$ cat config.mk
export PLATFORM = sky130hd
export DESIGN_NAME = rpwp_front_flat
export DESIGN_NICKNAME = d
export VERILOG_FILES = /design/src/hdl/rpwp_pkg.sv /design/src/hdl/rpwp_if.sv /design/src/hdl/rpwp_front.sv /design/src/flat_wrapper.sv
export SDC_FILE = /design/constraint.sdc
export NUM_CORES = 1
export LEC_CHECK = 0
export BUFFER_PORTS_ARGS = -buffer_cell sky130_fd_sc_hd__buf_4
export CORE_ASPECT_RATIO = 1.25
export CORE_MARGIN = 5
export CORE_UTILIZATION = 54
export CTS_BUF_LIST = sky130_fd_sc_hd__clkbuf_2
export DETAILED_ROUTE_END_ITERATION = 8
export GPL_TIMING_DRIVEN = 0
export HOLD_SLACK_MARGIN = 0.02
export PLACE_DENSITY = 0.9
export SLEW_MARGIN = 10
export SYNTH_ARGS = -nofsm -noshare
export SYNTH_HDL_FRONTEND = slang
export SYNTH_SLANG_ARGS = --single-unit
$ cat constraint.sdc
create_clock -name clk -period 4.9 [get_ports clk]
set_clock_uncertainty 0.2 [all_clocks]
set_input_delay 0.245 -clock clk [delete_from_list [all_inputs] [get_ports clk]]
set_output_delay 0.245 -clock clk [all_outputs]
set_load 0.005 [all_outputs]
$ cat src/hdl/rpwp_pkg.sv
`timescale 1ns / 1ps

package rpwp_pkg;

	// Array sizes
	localparam int TABLE_DEPTH = 64;
	localparam int CELL_COUNT  = 1024;

	localparam int TBL_AW  = (TABLE_DEPTH > 1) ? $clog2(TABLE_DEPTH) : 1;
	localparam int CELL_AW = (CELL_COUNT > 1) ? $clog2(CELL_COUNT) : 1;
	localparam int PULSE_W = $clog2(TABLE_DEPTH + 1);

	// Fixed field widths
	localparam int REQ_W      = 2;
	localparam int TIDX_W     = 6;
	localparam int WEIGHT_W   = 16;
	localparam int ADDR_W     = 10;
	localparam int LEN_W      = 7;
	localparam int PULSES_W   = 7;
	localparam int TOTAL_W    = 32;
	localparam int CFG_IDX_W  = 2;
	localparam int CFG_DATA_W = 7;

	// Queue between front and back
	localparam int QUEUE_DEPTH = 2;
	localparam int QPTR_W      = (QUEUE_DEPTH > 1) ? $clog2(QUEUE_DEPTH) : 1;
	localparam int QCNT_W      = $clog2(QUEUE_DEPTH + 1);

	// Request codes
	localparam logic [REQ_W-1:0] REQ_LOAD_POT = 2'd0;
	localparam logic [REQ_W-1:0] REQ_LOAD_DEP = 2'd1;
	localparam logic [REQ_W-1:0] REQ_UPDATE   = 2'd2;

	// Configuration register indexes
	localparam logic [CFG_IDX_W-1:0] CFG_POT_LENGTH = 2'd0;
	localparam logic [CFG_IDX_W-1:0] CFG_DEP_LENGTH = 2'd1;

	localparam logic [LEN_W-1:0] LEN_RESET = 7'd1;

	typedef enum logic [1:0] {
		CMD_NOP,
		CMD_LOAD_POT,
		CMD_LOAD_DEP,
		CMD_UPDATE
	} cmd_kind_t;

	typedef struct packed {
		cmd_kind_t             kind;
		logic [TBL_AW-1:0]     idx;
		logic [WEIGHT_W-1:0]   value;
		logic [CELL_AW-1:0]    addr;
		logic [WEIGHT_W-1:0]   target;
	} cmd_t;

	typedef struct packed {
		logic valid;
		cmd_t cmd;
	} queue_head_t;

	typedef struct packed {
		logic pop;
		logic clearing;
	} back_stat_t;

	typedef struct packed {
		logic [LEN_W-1:0] pot_len;
		logic [LEN_W-1:0] dep_len;
	} len_cfg_t;

endpackage

$ cat src/hdl/rpwp_if.sv
`timescale 1ns / 1ps

interface rpwp_req_if import rpwp_pkg::*; ();
	logic                       valid;
	logic                       ready;
	logic [REQ_W-1:0]           req_type;
	logic [TIDX_W-1:0]          table_index;
	logic signed [WEIGHT_W-1:0] table_value;
	logic [ADDR_W-1:0]          cell_address;
	logic signed [WEIGHT_W-1:0] target_weight;

	modport source (output valid, req_type, table_index, table_value, cell_address,
		target_weight, input ready);
	modport sink (input valid, req_type, table_index, table_value, cell_address,
		target_weight, output ready);
endinterface


$ cat src/hdl/rpwp_front.sv
`timescale 1ns / 1ps

module rpwp_front import rpwp_pkg::*; (
	input  logic        clk,
	input  logic        arst_n,
	rpwp_req_if.sink    req,
	input  back_stat_t  stat,
	output queue_head_t head
);

	cmd_t              entry_q [QUEUE_DEPTH];
	logic [QPTR_W-1:0] wr_ptr_q;
	logic [QPTR_W-1:0] rd_ptr_q;
	logic [QCNT_W-1:0] cnt_q;
	cmd_t              cmd_in;
	logic              push;

	// Classify the request, dropping anything out of range to a no-op
	always_comb begin
		cmd_in.idx    = TBL_AW'(req.table_index);
		cmd_in.value  = req.table_value;
		cmd_in.addr   = CELL_AW'(req.cell_address);
		cmd_in.target = req.target_weight;
		unique case (req.req_type)
			REQ_LOAD_POT: cmd_in.kind = (32'(req.table_index) < 32'(TABLE_DEPTH)) ?
				CMD_LOAD_POT : CMD_NOP;
			REQ_LOAD_DEP: cmd_in.kind = (32'(req.table_index) < 32'(TABLE_DEPTH)) ?
				CMD_LOAD_DEP : CMD_NOP;
			REQ_UPDATE:   cmd_in.kind = (32'(req.cell_address) < 32'(CELL_COUNT)) ?
				CMD_UPDATE : CMD_NOP;
			default:      cmd_in.kind = CMD_NOP;
		endcase
	end

	assign req.ready  = (cnt_q != QCNT_W'(QUEUE_DEPTH)) && !stat.clearing;
	assign push       = req.valid && req.ready;
	assign head.valid = (cnt_q != '0);
	assign head.cmd   = entry_q[rd_ptr_q];

	always_ff @(posedge clk) begin
		if (push) begin
			entry_q[wr_ptr_q] <= cmd_in;
		end
	end

	always_ff @(posedge clk or negedge arst_n) begin
		if (!arst_n) begin
			wr_ptr_q <= '0;
			rd_ptr_q <= '0;
			cnt_q    <= '0;
		end else begin
			if (push) begin
				wr_ptr_q <= (32'(wr_ptr_q) == QUEUE_DEPTH - 1) ? '0 : wr_ptr_q + 1'b1;
			end
			if (stat.pop) begin
				rd_ptr_q <= (32'(rd_ptr_q) == QUEUE_DEPTH - 1) ? '0 : rd_ptr_q + 1'b1;
			end
			if (push && !stat.pop) begin
				cnt_q <= cnt_q + 1'b1;
			end else if (!push && stat.pop) begin
				cnt_q <= cnt_q - 1'b1;
			end
		end
	end

endmodule

$ cat src/flat_wrapper.sv
// flat-port wrapper written by rule: the top's interface ports become plain ports
module rpwp_front_flat import rpwp_pkg::*;
  (clk, arst_n, stat, head, req_valid, req_req_type, req_table_index, req_table_value, req_cell_address, req_target_weight, req_ready);
  rpwp_req_if req_i ();
  input  logic clk;
  input  logic arst_n;
  input  back_stat_t stat;
  output queue_head_t head;
  input wire logic [$bits(req_i.valid)-1:0] req_valid;
  input wire logic [$bits(req_i.req_type)-1:0] req_req_type;
  input wire logic [$bits(req_i.table_index)-1:0] req_table_index;
  input wire logic [$bits(req_i.table_value)-1:0] req_table_value;
  input wire logic [$bits(req_i.cell_address)-1:0] req_cell_address;
  input wire logic [$bits(req_i.target_weight)-1:0] req_target_weight;
  output wire logic [$bits(req_i.ready)-1:0] req_ready;
  assign req_i.valid = req_valid;
  assign req_i.req_type = req_req_type;
  assign req_i.table_index = req_table_index;
  assign req_i.table_value = req_table_value;
  assign req_i.cell_address = req_cell_address;
  assign req_i.target_weight = req_target_weight;
  assign req_ready = req_i.ready;
  rpwp_front u_core (.clk(clk), .arst_n(arst_n), .req(req_i), .stat(stat), .head(head));
endmodule
==> flow_summary.yaml, run 1 <==
timing:
  final_hold_viol_count: 0
  period_share: 0.4624
  min_period_ns: 2.266
  setup_viol: 0
  slew_headroom: 0.5516
  worst_slew_pin_slew_ns: 0.6712
  fmax_mhz: 441.4
  setup_slack_ns: 2.634
  slew_viol_final: 0
  timing.setup.tns_ns: 0
  rsz0062_at_grt: "no"
yosys:
  synth_fp_nets: 240
  ys_ff_latch: 104
  synth_cell_types: 16
  synth_area_mm2: 0.003894
  ys.warnings.count: 0
  syn_inst: 181
  synth_area_per_cell_um2: 21.51
  ys_seq_area_frac: 0.7969
worst_hold_path:
  min_from: "req_valid"
  hold_depth: 4
  hold_class: "in -> reg"
  whs_endpoint: "u_core.cnt_q[0]$_DFFE_PN0P_"
critical_path:
  worst_ep_required_time_ns: 4.95
  regToRegSetupSlack_ns: 2.63
  start_kind: "flop"
  cp_max_fo: 29
  arrival_ns: 2.32
  r2r_end: "u_core.entry_q[0][4]$_DFFE_PP_"
  critPathCaptureType: "flop"
  worstSetupPathType: "reg -> reg"
  r2r-start: "u_core.cnt_q[1]$_DFFE_PN0P_"
  rr_worst_depth: 4
routing:
  wirelength_um: 7787
  viasPerCell: 4.940
  drcViolationCount: 0
  num_vias: 2228
  drtIter0Drc: 85
  drtAntennaViolNets: 0
  drtPass1Iterations: 4
  routedWlPerCell_um: 17.27
clock_tree:
  cts_setup_buffers: 0
  root_buffer: "clkbuf_2"
  cts_tree: "done"
  cts_num_sinks: 104
  path_clk_slew_ns: 0.21
  clk_latency_ns: 0.51
  h-tree-depth: 3
  clock_path_buffers: 2
  cts-buffers-inserted: 9
pwr:
  sequentialPowerShare: 0.493
  combPwrFrac: 0.329
  peakVddDrop_v: 0.0002586
  p_int_mw: 1.711
  p_per_area_mw_per_mm2: 419.3
  switchingPower_uw: 614.1
  clock_power_share: 0.178
  p_leak_nw: 2.142
  swShare: 0.2641
grt:
  track_usage: 0.1807
  grt_max_degree: 35
  grt_pass1_vias: 2452
  grt-ovfl-total: 0
  grt_first_pass_wirelength_um: 12140
  antenna_found_initial: 0
final_layout:
  antennaDiodeCount: 0
  drive_gt1_frac: 0.3740
  synthToLayoutAreaGrowth_pct: 42.45
  final_net_count: 416
place:
  place_ws_ns: 2.604
  gp_congestion: 0.7172
  place_hpwl_um: 4896
  port_buffers: 106
floorplan:
  rows: 34
  die_height_um: 104.9
  initial_core_util: 0.5581
  coreArea_mm2: 0.006977
  die_area_mm2: 0.009020
  die_x_um: 85.95
  ioPinCount: 107
run_status:
  status: "complete, no violations"
run:
  max-cap-violations: 0
-- critical path: stages, from the launching register on --
cell and delay (ns):
dfrtp_1 0.45, nor2b_2 0.19, nor3b_4 0.24, nor2b_4 0.62, buf_12 0.29
-- per-stage QoR --
step | hold WS [ns] | instance area (µm²) | power [mW] | util | std cells
finish | 0.1070 | 5547 | 2.326 | 0.7950 | 451
global route | 0.09049 | 5547 | 2.441 | 0.7950 | 451
CTS | 0.05095 | 5547 | 2.345 | 0.7950 | 451
detailed placement | -0.1537 | 4851 | 1.898 | 0.6953 | 379
global placement | -0.1564 | 4802 | 1.870 | 0.6883 | 377
floorplan | -0.2506 | 3894 | 1.525 | - | 181
-- worst max-delay path by stage --
stage | cells past startpoint | end | slack, ns | startpoint
finish | 4 | u_core.entry_q[0][4]$_DFFE_PP_ | 2.63 | u_core.cnt_q[1]$_DFFE_PN0P_
global route | 4 | head[20] | 2.52 | u_core.rd_ptr_q$_DFFE_PN0P_
CTS | 4 | u_core.entry_q[0][40]$_DFFE_PP_ | 2.60 | u_core.cnt_q[1]$_DFFE_PN0P_
detailed placement | 4 | u_core.entry_q[0][42]$_DFFE_PP_ | 2.60 | u_core.cnt_q[1]$_DFFE_PN0P_
global placement | 3 | u_core.entry_q[0][2]$_DFFE_PP_ | 0.03 | u_core.cnt_q[1]$_DFFE_PN0P_
floorplan | 3 | u_core.entry_q[0][0]$_DFFE_PP_ | 1.20 | u_core.cnt_q[1]$_DFFE_PN0P_
-- cells in the final DEF (no fill, tap or decap), types with 2 or more instances in the layout --
cell	count
buf_4	106
edfxtp_1	100
dlygate4sd3_1	57
mux2_1	49
clkbuf_2	11
buf_6	5
nor2_1	4
xor2_1	4
ha_1	4
dfrtp_1	4
inv_1	3
clkinv_2	2
bufinv_16	2
buf_12	2
-- layout make-up --
class	count	area (µm²)
buffer	6	61.31
clock buffer	11	55.05
clock inverter	4	70.07
fill	372	1430
inverter	3	11.26
multi-input combinational	68	726.9
sequential	104	3103
tap	90	112.6
timing repair buffer	165	1406
-- kinds of logic (layout without fill, tap and decap cells) --
logic type	Yosys count	in the layout	share of synthesized area
flops	104	104	0.7969
fa+ha+maj	4	4	0.01285
xor+xnor	5	5	0.01125
buf+inv	9	189	0.01864
mux	50	50	0.1446
simple gates	9	9	0.01575
-- synthesized netlist by cell type --
cell type	number	area share
buf_2	1	0.0013
inv_1	3	0.0029
xnor2_1	1	0.0022
buf_6	5	0.014
ha_1	4	0.013
and2_1	1	0.0016
nor2b_1	1	0.0016
mux2_2	1	0.0029
dfrtp_1	4	0.026
nor2b_2	1	0.0022
or2_2	1	0.0016
mux2_1	49	0.14
nor3b_4	1	0.0048
xor2_1	4	0.0090
edfxtp_1	100	0.77
nor2_1	4	0.0039
-- power groups by stage --
stage	Combinational (mW)	Sequential [mW]	Clock [mW]
after floorplan	0.367	1.16	0
after global placement	0.705	1.17	0
after detailed placement	0.734	1.16	0
after CTS	0.776	1.14	0.426
after global routing	0.824	1.15	0.462
final	0.765	1.15	0.415
-- flip-flops by register name, summed over array words and instances (netlist names) --
| name | count |
|---|---|
| u_core.entry_q | 100 |
| u_core.cnt_q | 2 |
| u_core.rd_ptr_q | 1 |
| u_core.wr_ptr_q | 1 |
-- per-layer routing --
metal | routed length (µm) | part of all wire | GRT usage | vias up
li1 | - | - | - | 1047
met1 | 2719 | 0.35 | 0.1881 | 1104
met2 | 4544 | 0.58 | 0.3407 | 70
met3 | 461 | 0.059 | 0.04488 | 7
met4 | 61 | 0.0078 | 0.06787 | 0
met5 | 0 | 0 | 0 | -
-- timing repair --
item	in CTS	in global routing
hold endpoints to repair	107	0
hold buffers	57	0
resized for setup	0	0
(Power assumes the default switching activity.)
==> run 2, diff against run 1 <==
CORE_UTILIZATION = 49   (was 54)
PLACE_DENSITY = 0.86   (was 0.9)
clock period = 1.8 ns   (was 4.9 ns; I/O delays follow)
==> run 2 against run 1 <==
The flow now finishes with violations (setup timing). Sequential power rose to 2.8 times the previous value. Non-clock buffer count rose by 44. Largest power group is now combinational logic. Critical path depth did not move.
==> flow_summary.yaml, run 2 (same netlist as run 1, synthesis figures left out) <==
final_layout:
  utilization: 0.8370
  layout_common_cells: "edfxtp_1, dlygate4sd3_1, buf_4"
  nFillCells: 356
  regMostFlops: "u_core.entry_q"
  synthToLayoutAreaGrowth_pct: 67.51
  final_net_count: 467
  fin_cells: 508
  drive_gt1_frac: 0.5024
  largest_register_ffs: 100
  top_regs: "u_core.entry_q (100), u_core.cnt_q (2)"
  final_common_cell: "edfxtp_1"
pwr:
  finalPower_mw: 7.539
  p_leak_nw: 2.649
  combPwrFrac: 0.462
  peakVddDrop_v: 0.0009859
  swShare: 0.2795
  sequentialPowerShare: 0.422
  p_per_area_mw_per_mm2: 1156
  clock_power_share: 0.117
  p_int_mw: 5.432
  switchingPower_mw: 2.107
clock_tree:
  cts_tree: "done"
  root_buffer: "clkbuf_2"
  path_clk_slew_ns: 0.25
  clock_path_buffers: 2
  cts_num_sinks: 104
  cts-buffers-inserted: 9
  clk_latency_ns: 0.54
  h-tree-depth: 3
grt:
  track_usage: 0.1873
  antenna_found_initial: 1
  grt_first_pass_wirelength_um: 13970
  grt_max_degree: 15
  grt-ovfl-total: 0
  grt_pass1_vias: 2763
place:
  place_hpwl_um: 4745
  port_buffers: 106
  gp_congestion: 0.6958
  post-place-cells: 384
timing:
  rsz0062_at_grt: "yes"
  final_hold_viol_count: 0
  period_share: 1.128
  setup_viol: 151
  fmax_mhz: 492.6
  worst_slew_pin_slew_ns: 0.4970
  slew_viol_final: 0
  fin_worst_hold_slack_ns: 0.07929
  setup_slack_ns: -0.2301
  min_period_ns: 2.030
  slew_headroom: 0.6687
run:
  max-cap-violations: 0
run_status:
  violations: "setup timing"
  status: "complete, but fails checks"
worst_hold_path:
  hold_class: "in -> reg"
routing:
  drtPass1Iterations: 4
  drcViolationCount: 0
  drtAntennaViolNets: 0
  wirelength_um: 10170
  num_vias: 2531
  drtIter0Drc: 121
  viasPerCell: 4.982
  routedWlPerCell_um: 20.03
critical_path:
  cpPeakStageDelay_ns: 0.43
  start_kind: "flop"
  critical_path.slowest_cell: "dfrtp_1"
  arrival_ns: 1.74
  worst_ep_required_time_ns: 1.51
  worstSetupPathType: "reg -> out"
  cp_max_fo: 10
  cp_cell_sequence: "buf_6 -> buf_12 -> mux2_1 -> buf_4"
  critPathCaptureType: "output port"
floorplan:
  initial_core_util: 0.4997
  rows: 36
  die_area_mm2: 0.009840
  ioPinCount: 107
  coreArea_mm2: 0.007792
  die_height_um: 109.7
  die_x_um: 89.73
==> run 2: cell count changes in the layout (fill, tap and decap cells not counted), sizes merged <==
cell,previous run,this run
and2,1,8
bufinv,2,0
buf,114,134
dlygate4sd3,57,80
diode,0,1
clkbuf,11,14
==> run 2: layout make-up <==
type | instances | area [µm²] | area share
timing repair buffer | 209 | 2112 | 0.3238
antenna | 1 | 2.502 | 0.0003837
inverter | 3 | 11.26 | 0.001726
multi-input combinational | 75 | 989.7 | 0.1517
buffer | 6 | 111.4 | 0.01707
sequential | 104 | 3104 | 0.4759
clock inverter | 2 | 7.507 | 0.001151
clock buffer | 13 | 65.06 | 0.009975
tap | 95 | 118.9 | 0.01822
==> run 2: final timing paths <==
check	startpoint	end	slack [ns]	cells past startpoint
min in group asynchronous	arst_n	u_core.cnt_q[0]$_DFFE_PN0P_	0.20	3
max in group asynchronous	arst_n	u_core.cnt_q[0]$_DFFE_PN0P_	1.03	3
hold / removal	req_cell_address[8]	u_core.entry_q[0][24]$_DFFE_PP_	0.08	2
hold reg to reg	u_core.cnt_q[1]$_DFFE_PN0P_	u_core.cnt_q[1]$_DFFE_PN0P_	0.46	2
setup reg to reg	u_core.cnt_q[1]$_DFFE_PN0P_	u_core.entry_q[0][37]$_DFFE_PP_	-0.19	6
setup / recovery	u_core.rd_ptr_q$_DFFE_PN0P_	head[29]	-0.23	4
==> run 2: worst max-delay path: cells and delay by family (launching register included) <==
family                 cells  cell delay [ns]
DFF                        1             0.43
muxes                      1             0.32
buffers and inverters      3             0.44
==> run 2: layer usage <==
layer  GRT usage  part of all wire
met2      0.3546              0.55
met4     0.08963             0.023
met3     0.03833             0.044
met1      0.1984              0.38
met5           0                 0
==> run 2: through the flow <==
stage / instance area, µm² / setup TNS (ns) / setup WS, ns
CTS: 6126 / -15.10 / -0.2765
global route: 6523 / -28.65 / -0.3489
floorplan: 3908 / -33.77 / -0.4007
detailed placement: 4877 / -48.24 / -0.7029
finish: 6523 / -19.46 / -0.2301
global placement: 4822 / -74.75 / -0.8497
==> run 2: repair_timing <==
action	in CTS	in global routing
endpoints found under the setup margin	151	141
hold buffers	80	0
buffers inserted	11	8
pin swaps	3	2
endpoints found under the hold margin	164	0
resized for setup	41	87
cloned	8	3
==> run 2: power groups by stage <==
stage | Sequential [mW] | Combinational (mW) | Clock (mW)
floorplan | 3.15 | 1.02 | 0
global placement | 3.16 | 1.93 | 0
detailed placement | 3.18 | 2.02 | 0
CTS | 3.15 | 2.68 | 0.893
global route | 3.20 | 3.65 | 1.01
finish | 3.18 | 3.48 | 0.880
